==> config.mk <==
export PLATFORM = sky130hd
export DESIGN_NAME = mecanum_drive_move_controller
export DESIGN_NICKNAME = d
export VERILOG_FILES = /design/src/rtl/mdmc_pkg.sv /design/src/rtl/mdmc_ctrl.sv /design/src/rtl/mecanum_drive_move_controller.sv
export SDC_FILE = /design/constraint.sdc
export NUM_CORES = 2
export LEC_CHECK = 0
export CAP_MARGIN = 15
export CORE_MARGIN = 5
export CORE_UTILIZATION = 55
export CTS_CLUSTER_DIAMETER = 30
export CTS_CLUSTER_SIZE = 24
export DETAILED_ROUTE_END_ITERATION = 10
export DONT_BUFFER_PORTS = 1
export PLACE_DENSITY_LB_ADDON = 0.12
export SETUP_SLACK_MARGIN = 0.02
export SYNTH_ARGS = -nofsm -noshare
export SYNTH_HDL_FRONTEND = slang
export SYNTH_SLANG_ARGS = --single-unit
==> constraint.sdc <==
create_clock -name clock -period 12.6 [get_ports clock]
set_input_delay 0.63 -clock clock [delete_from_list [all_inputs] [get_ports clock]]
set_output_delay 0.63 -clock clock [all_outputs]
set_load 0.005 [all_outputs]
==> src/rtl/mdmc_pkg.sv <==
`timescale 1ns / 1ps

package mdmc_pkg;

   typedef enum logic [1:0] {
      OP_MIX   = 2'd0,
      OP_MOVE  = 2'd1,
      OP_TURN  = 2'd2,
      OP_TICK  = 2'd3
   } op_type;

   typedef enum logic [1:0] {
      CSR_LEAD_SLOWDOWN  = 2'd0,
      CSR_STOP_MARGIN    = 2'd1,
      CSR_TURN_TOLERANCE = 2'd2
   } csr_index_type;

   localparam logic [6:0] LEAD_SLOWDOWN_RESET  = 7'd35;
   localparam logic [9:0] STOP_MARGIN_RESET    = 10'd30;
   localparam logic [9:0] TURN_TOLERANCE_RESET = 10'd10;

   typedef struct packed {
      logic [1:0]         opcode;
      logic signed [7:0]  stick_strafe;
      logic signed [7:0]  stick_turn;
      logic signed [7:0]  stick_forward;
      logic signed [23:0] target_forward_or_angle;
      logic signed [23:0] target_side;
      logic [6:0]         speed;
      logic               turn_right;
      logic signed [31:0] enc_back_left;
      logic signed [31:0] enc_back_right;
      logic signed [31:0] enc_front_left;
      logic signed [15:0] gyro_heading;
   } req_type;

   typedef struct packed {
      logic signed [7:0] drive_front_right;
      logic signed [7:0] drive_back_right;
      logic signed [7:0] drive_front_left;
      logic signed [7:0] drive_back_left;
      logic              busy_res;
   } rsp_type;

   typedef struct packed {
      logic [6:0] lead_slowdown;
      logic [9:0] stop_margin;
      logic [9:0] turn_tolerance;
   } cfg_type;

endpackage

==> src/rtl/mdmc_ctrl.sv <==
`timescale 1ns / 1ps

module mdmc_ctrl (
   input  logic              clock,
   input  logic              reset,
   input  logic              advance,
   input  mdmc_pkg::req_type item,
   input  mdmc_pkg::cfg_type cfg,
   output mdmc_pkg::rsp_type result
);

   typedef enum logic [3:0] {
      PH_IDLE = 4'b0001,
      PH_FWD  = 4'b0010,
      PH_SIDE = 4'b0100,
      PH_TURN = 4'b1000
   } phase_type;

   localparam logic signed [29:0] HEAD_MAX = 30'sd524287;
   localparam logic signed [29:0] HEAD_MIN = -30'sd524288;

   phase_type          phase_ff, phase_in;
   logic signed [31:0] base_bl_ff, base_bl_in;
   logic signed [31:0] base_br_ff, base_br_in;
   logic signed [31:0] base_fl_ff, base_fl_in;
   logic signed [23:0] goal_fwd_ff, goal_fwd_in;
   logic signed [23:0] goal_side_ff, goal_side_in;
   logic [6:0]         speed_ff, speed_in;
   logic signed [19:0] goal_head_ff, goal_head_in;
   logic               spin_right_ff, spin_right_in;

   logic signed [33:0] dist_bl, dist_br, dist_fl;
   logic signed [33:0] lim_fwd, lim_side;
   logic signed [7:0]  spd, slowed;
   logic signed [29:0] angle_x10, head_raw;
   logic signed [33:0] head_err;
   logic signed [9:0]  fr, br, fl, bl;

   function automatic logic signed [33:0] abs34(input logic signed [33:0] v);
      abs34 = (v < 0) ? -v : v;
   endfunction

   function automatic logic signed [7:0] sat8(input logic signed [9:0] v);
      logic signed [7:0] r;
      if (v > 10'sd127) begin
         r = 8'sd127;
      end else if (v < -10'sd127) begin
         r = -8'sd127;
      end else begin
         r = v[7:0];
      end
      sat8 = r;
   endfunction

   function automatic logic signed [9:0] dir10(input logic signed [7:0] v, input logic neg);
      dir10 = neg ? -10'(v) : 10'(v);
   endfunction

   // Distances travelled since the baselines, computed without wrap.
   assign dist_bl = abs34(34'(item.enc_back_left) - 34'(base_bl_ff));
   assign dist_br = abs34(34'(item.enc_back_right) - 34'(base_br_ff));
   assign dist_fl = abs34(34'(item.enc_front_left) - 34'(base_fl_ff));
   assign lim_fwd  = abs34(34'(goal_fwd_ff)) - 34'(cfg.stop_margin);
   assign lim_side = abs34(34'(goal_side_ff)) - 34'(cfg.stop_margin);

   assign spd    = {1'b0, speed_ff};
   assign slowed = spd - {1'b0, cfg.lead_slowdown};

   assign angle_x10 = (30'(item.target_forward_or_angle) <<< 3)
                    + (30'(item.target_forward_or_angle) <<< 1);
   assign head_raw  = item.turn_right ? 30'(item.gyro_heading) - angle_x10
                                      : 30'(item.gyro_heading) + angle_x10;
   assign head_err  = abs34(34'(item.gyro_heading) - 34'(goal_head_ff));

   always_comb begin
      phase_in      = phase_ff;
      base_bl_in    = base_bl_ff;
      base_br_in    = base_br_ff;
      base_fl_in    = base_fl_ff;
      goal_fwd_in   = goal_fwd_ff;
      goal_side_in  = goal_side_ff;
      speed_in      = speed_ff;
      goal_head_in  = goal_head_ff;
      spin_right_in = spin_right_ff;
      fr = '0;
      br = '0;
      fl = '0;
      bl = '0;
      unique case (mdmc_pkg::op_type'(item.opcode))
         mdmc_pkg::OP_MIX: begin
            phase_in = PH_IDLE;
            fr = 10'(item.stick_forward) - 10'(item.stick_turn) - 10'(item.stick_strafe);
            br = 10'(item.stick_forward) - 10'(item.stick_turn) + 10'(item.stick_strafe);
            fl = 10'(item.stick_forward) + 10'(item.stick_turn) + 10'(item.stick_strafe);
            bl = 10'(item.stick_forward) + 10'(item.stick_turn) - 10'(item.stick_strafe);
         end
         mdmc_pkg::OP_MOVE: begin
            base_bl_in   = item.enc_back_left;
            base_br_in   = item.enc_back_right;
            base_fl_in   = item.enc_front_left;
            goal_fwd_in  = item.target_forward_or_angle;
            goal_side_in = item.target_side;
            speed_in     = item.speed;
            if (item.target_forward_or_angle != '0) begin
               phase_in = PH_FWD;
            end else if (item.target_side != '0) begin
               phase_in = PH_SIDE;
            end else begin
               phase_in = PH_IDLE;
            end
         end
         mdmc_pkg::OP_TURN: begin
            if (head_raw > HEAD_MAX) begin
               goal_head_in = HEAD_MAX[19:0];
            end else if (head_raw < HEAD_MIN) begin
               goal_head_in = HEAD_MIN[19:0];
            end else begin
               goal_head_in = head_raw[19:0];
            end
            speed_in      = item.speed;
            spin_right_in = item.turn_right;
            phase_in      = PH_TURN;
         end
         mdmc_pkg::OP_TICK: begin
            unique case (phase_ff)
               PH_FWD: begin
                  if (dist_bl < lim_fwd || dist_br < lim_fwd) begin
                     // The side that has gone farther is slowed down.
                     fr = dir10((dist_bl < dist_br) ? slowed : spd, !(goal_fwd_ff > 0));
                     br = fr;
                     fl = dir10((dist_bl > dist_br) ? slowed : spd, !(goal_fwd_ff > 0));
                     bl = fl;
                  end else if (goal_side_ff != '0) begin
                     base_bl_in = item.enc_back_left;
                     base_fl_in = item.enc_front_left;
                     phase_in   = PH_SIDE;
                  end else begin
                     phase_in = PH_IDLE;
                  end
               end
               PH_SIDE: begin
                  if (dist_bl < lim_side && dist_fl < lim_side) begin
                     fl = dir10((dist_bl < dist_fl) ? slowed : spd, !(goal_side_ff > 0));
                     br = dir10((dist_bl > dist_fl) ? slowed : spd, !(goal_side_ff > 0));
                     fr = -fl;
                     bl = -br;
                  end else begin
                     phase_in = PH_IDLE;
                  end
               end
               PH_TURN: begin
                  if (head_err > 34'(cfg.turn_tolerance)) begin
                     fr = dir10(spd, spin_right_ff);
                     br = fr;
                     fl = -fr;
                     bl = -fr;
                  end else begin
                     phase_in = PH_IDLE;
                  end
               end
               default: begin
                  phase_in = phase_ff;
               end
            endcase
         end
      endcase
   end

   assign result.drive_front_right = sat8(fr);
   assign result.drive_back_right  = sat8(br);
   assign result.drive_front_left  = sat8(fl);
   assign result.drive_back_left   = sat8(bl);
   assign result.busy_res          = (phase_in != PH_IDLE);

   always_ff @(posedge clock) begin
      if (reset) begin
         phase_ff <= PH_IDLE;
      end else if (advance) begin
         phase_ff <= phase_in;
      end
   end

   always_ff @(posedge clock) begin
      if (reset) begin
         base_bl_ff    <= '0;
         base_br_ff    <= '0;
         base_fl_ff    <= '0;
         goal_fwd_ff   <= '0;
         goal_side_ff  <= '0;
         speed_ff      <= '0;
         goal_head_ff  <= '0;
         spin_right_ff <= 1'b0;
      end else if (advance) begin
         base_bl_ff    <= base_bl_in;
         base_br_ff    <= base_br_in;
         base_fl_ff    <= base_fl_in;
         goal_fwd_ff   <= goal_fwd_in;
         goal_side_ff  <= goal_side_in;
         speed_ff      <= speed_in;
         goal_head_ff  <= goal_head_in;
         spin_right_ff <= spin_right_in;
      end
   end

endmodule

==> src/rtl/mecanum_drive_move_controller.sv <==
`timescale 1ns / 1ps

// Channel   Ports                              Direction  Content
// req       req_valid/req_ready/req_data       in         sensor and command transaction
// rsp       rsp_valid/rsp_ready/rsp_data       out        four motor drives and busy flag
// csr       csr_valid/csr_ready/csr_index/data in         register write, always ready
//
// A transaction is taken into the input register, evaluated against the controller
// state in one pass and written to the result register. One transaction is taken
// every cycle unless the rsp side stalls. The state update happens as the
// transaction moves into the result register. A stalled rsp side holds the result
// register and a full input register; req_ready drops only when both are full.
// Reset clears the valid flags and phase and resets the state and csr registers.

module mecanum_drive_move_controller (
   input  logic              clock,
   input  logic              reset,
   input  logic              req_valid,
   output logic              req_ready,
   input  mdmc_pkg::req_type req_data,
   output logic              rsp_valid,
   input  logic              rsp_ready,
   output mdmc_pkg::rsp_type rsp_data,
   input  logic              csr_valid,
   output logic              csr_ready,
   input  logic [1:0]        csr_index,
   input  logic [9:0]        csr_data
);

   mdmc_pkg::cfg_type cfg_ff;
   mdmc_pkg::req_type item_ff;
   logic              item_valid_ff;
   mdmc_pkg::rsp_type rsp_ff;
   logic              rsp_valid_ff;
   mdmc_pkg::rsp_type result;
   logic              out_free;
   logic              advance;

   assign out_free  = !rsp_valid_ff || rsp_ready;
   assign advance   = item_valid_ff && out_free;
   assign req_ready = !item_valid_ff || out_free;
   assign csr_ready = 1'b1;
   assign rsp_valid = rsp_valid_ff;
   assign rsp_data  = rsp_ff;

   always_ff @(posedge clock) begin
      if (reset) begin
         cfg_ff.lead_slowdown  <= mdmc_pkg::LEAD_SLOWDOWN_RESET;
         cfg_ff.stop_margin    <= mdmc_pkg::STOP_MARGIN_RESET;
         cfg_ff.turn_tolerance <= mdmc_pkg::TURN_TOLERANCE_RESET;
      end else if (csr_valid) begin
         unique case (mdmc_pkg::csr_index_type'(csr_index))
            mdmc_pkg::CSR_LEAD_SLOWDOWN:  cfg_ff.lead_slowdown  <= csr_data[6:0];
            mdmc_pkg::CSR_STOP_MARGIN:    cfg_ff.stop_margin    <= csr_data;
            mdmc_pkg::CSR_TURN_TOLERANCE: cfg_ff.turn_tolerance <= csr_data;
            default: begin
               cfg_ff <= cfg_ff;
            end
         endcase
      end
   end

   always_ff @(posedge clock) begin
      if (reset) begin
         item_valid_ff <= 1'b0;
         rsp_valid_ff  <= 1'b0;
      end else begin
         if (req_ready) begin
            item_valid_ff <= req_valid;
         end
         if (out_free) begin
            rsp_valid_ff <= item_valid_ff;
         end
      end
   end

   always_ff @(posedge clock) begin
      if (req_valid && req_ready) begin
         item_ff <= req_data;
      end
      if (advance) begin
         rsp_ff <= result;
      end
   end

   mdmc_ctrl u_ctrl (
      .clock   (clock),
      .reset   (reset),
      .advance (advance),
      .item    (item_ff),
      .cfg     (cfg_ff),
      .result  (result)
   );

endmodule
==> results.cfg <==
[detailed_routing]
drt_pass1_iterations = 8
first_iter_violations = 2574
vias = 34810
antenna_left = 0
drt-total-wl_um = 111700
avgRoutedWirePerCell_um = 19.06
drc = 0
viasPerCell = 5.937

[yosys]
muxShareOfSynthArea_pct = 1.211
synth_top_area_share_pct = 17.19
yosys_warnings = 0
synthAdderAreaFrac_pct = 15.68
synth_edf_count = 227
synth_compound_area_share_pct = 21.00
yosysSeqAreaShare_pct = 27.54
yosys.area.top_type = edfxtp_1
synth_top_family_by_area = compound AO/OA/AOI/OAI gates
synth_area_um2 = 39660
synth-xor-area-share_pct = 10.04
synth-async-reset-ratio_pct = 0
synthFlopType = edfxtp_1
syn_avg_cell_area_um2 = 8.177
ys_ff_latch = 432
synthTopCellsByArea = edfxtp_1 (17%), ha_1 (15%), dfxtp_1 (10%)
synth-simple-area-share_pct = 19.68
synth_cell_type_count = 118
postSynthCellCount = 4850

[layout]
antenna-diode-count = 0
layout_commonest_cell = nand2_1
layout_common_cells = nand2_1 (615), a21oi_1 (474), ha_1 (473), nor2_1 (363), inv_1 (336)
utilization_pct = 61.39
syn_to_final_growth_pct = 10.66
fillers = 6379
nets = 5531
layout-drive-gt1-share_pct = 6.004

[global_routing]
gr-total-overflow = 0
grt_max_degree = 206
grt_pass1_wl_um = 175900
grt_usage_pct = 27.62
grt_pass1_vias = 32970
antenna_found_initial = 1

[floorplan]
core.rowCount = 98
design.core.area_um2 = 71490
die-height_um = 278.5
io_pins = 247
die-area_um2 = 77580
die_width_um = 278.5
start_util_pct = 55.48

[worst_setup_path]
crit_fanout = 17
arrival_ns = 11.16
cp_common_cell = o21ai_0
startpoint_type = flip-flop
end_kind = flip-flop
slowest_delay_ns = 0.55
regToRegSetupSlack_ns = 1.83
reg2reg_to = rsp_data[25]
path_buf_inv = 2
cp_top_family = compound AO/OA/AOI/OAI gates
required_ns = 12.99
rr_startpoint = item_ff[16]
path_class = reg2reg
worstRegToRegCells = 42
critPathSlowestCell = ha_1

[placed_design]
gp_congestion = 0.9792
dp_slack_ns = 2.127
port_buffers = 0
post-dp-hpwl_um = 86620

[run]
cap_viol_max_count = 0

[status]
status = finished clean

[sta]
slew_headroom_pct = 18.02
slew_viol_final = 0
finalHoldViolations = 0
worstMarginPinSlew_ns = 1.219
min_period_over_period_pct = 85.49
skew_ns = 0.05520
finalSetupTns_ns = 0
setup_viol = 0
fmax_mhz = 92.84
fin_ws_ns = 1.828
post-route-min-period_ns = 10.77
rsz0062_at_grt = false

[clock_network]
numCtsBuffers = 93
cts_resized = 0
cts-htree-levels = 3
clockBufferDepth = 3
clock_latency_ns = 0.67
cts_root_buffer = clkbuf_16
clock_sinks = 432
cts_setup_buffers = 0
path_clk_slew_ns = 0.05
cts_hold_buf = 0
cts_tree = built

[power_and_ir_drop]
irDropWorstVdd_mv = 0.1393
finalPower_uw = 6663
powerDensity_nw_per_um2 = 151.8
p_leak_uw = 0.01798

[min_path]
hold_class = in2reg
worst_hold_startpoint = reset
whs_path_depth = 1
worstHoldEndpoint = u_ctrl.goal_fwd_ff[14]
## routing by layer
metal	share of wire [%]	GRT usage, %
met5	0.0063	0
met3	7.7	6.501
met2	44	43.97
met1	45	37.71
met4	2.9	8.001
## logic make-up after synthesis
group	Yosys count
AO/OA/AOI/OAI	1290
XOR/XNOR	450
adder cells (fa/ha/maj)	488
buffers and inverters	500
flip-flops	432
multiplexers	45
other	2
AND/OR/NAND/NOR	1643
## worst max-delay path by stage
stage,from,endpoint,slack (ns),cells after the start
3_5_place_dp,item_ff[16],rsp_data[25],2.13,42
4_1_cts,item_ff[16],rsp_data[25],2.07,42
6_report,item_ff[16],rsp_data[25],1.83,42
2_1_floorplan,item_ff[21],rsp_data[1],3.56,41
3_3_place_gp,item_ff[21],rsp_data[25],2.39,40
5_1_grt,item_ff[16],rsp_data[25],1.09,42
## synthesized netlist by cell type (129+ instances only)
cell type	n
edfxtp_1	227
o21ai_0	221
ha_1	473
xor2_1	168
inv_1	336
nand2_1	617
nor2_1	364
a21o_1	129
dfxtp_1	205
a21oi_1	474
xnor2_1	279
clkbuf_1	137
## sequential cells by signal, indices dropped and copies added (netlist names)
name                  flops
u_ctrl.goal_head_ff      20
rsp_valid                 1
u_ctrl.goal_side_ff      24
rsp_data                 33
item_valid_ff             1
u_ctrl.base_bl_ff        32
u_ctrl.goal_fwd_ff       24
cfg_ff                   27
u_ctrl.phase_ff           4
u_ctrl.base_br_ff        32
u_ctrl.base_fl_ff        32
u_ctrl.spin_right_ff      1
item_ff                 194
u_ctrl.speed_ff           7
## through the flow
step	cell area (um2)	instances	hold WS, ns
after floorplan	39690	4857	0.4363
after global placement	40570	5686	0.4401
after detailed placement	40570	5686	0.4465
after CTS	43870	5862	0.01973
after global routing	43890	5863	0.02187
final	43890	5863	0.04864
## area by class of cell
cell class | count | area, um2 | area share [%]
inverter | 339 | 1272 | 2.900
timing repair buffer | 41 | 311.5 | 0.7099
sequential | 432 | 10920 | 24.88
clock buffer | 116 | 2504 | 5.705
tap | 950 | 1189 | 2.708
clock inverter | 60 | 797.0 | 1.816
multi-input combinational | 3925 | 26890 | 61.28
## report_power, final
part / switching [uW] / leakage [uW] / internal [uW]
clock: 848 / 0.00159 / 1670
sequential: 59.3 / 0.00387 / 1560
combinational: 1510 / 0.0125 / 1010
total: 2420 / 0.0180 / 4250
No activity file was read; power rests on OpenSTA's default activity.
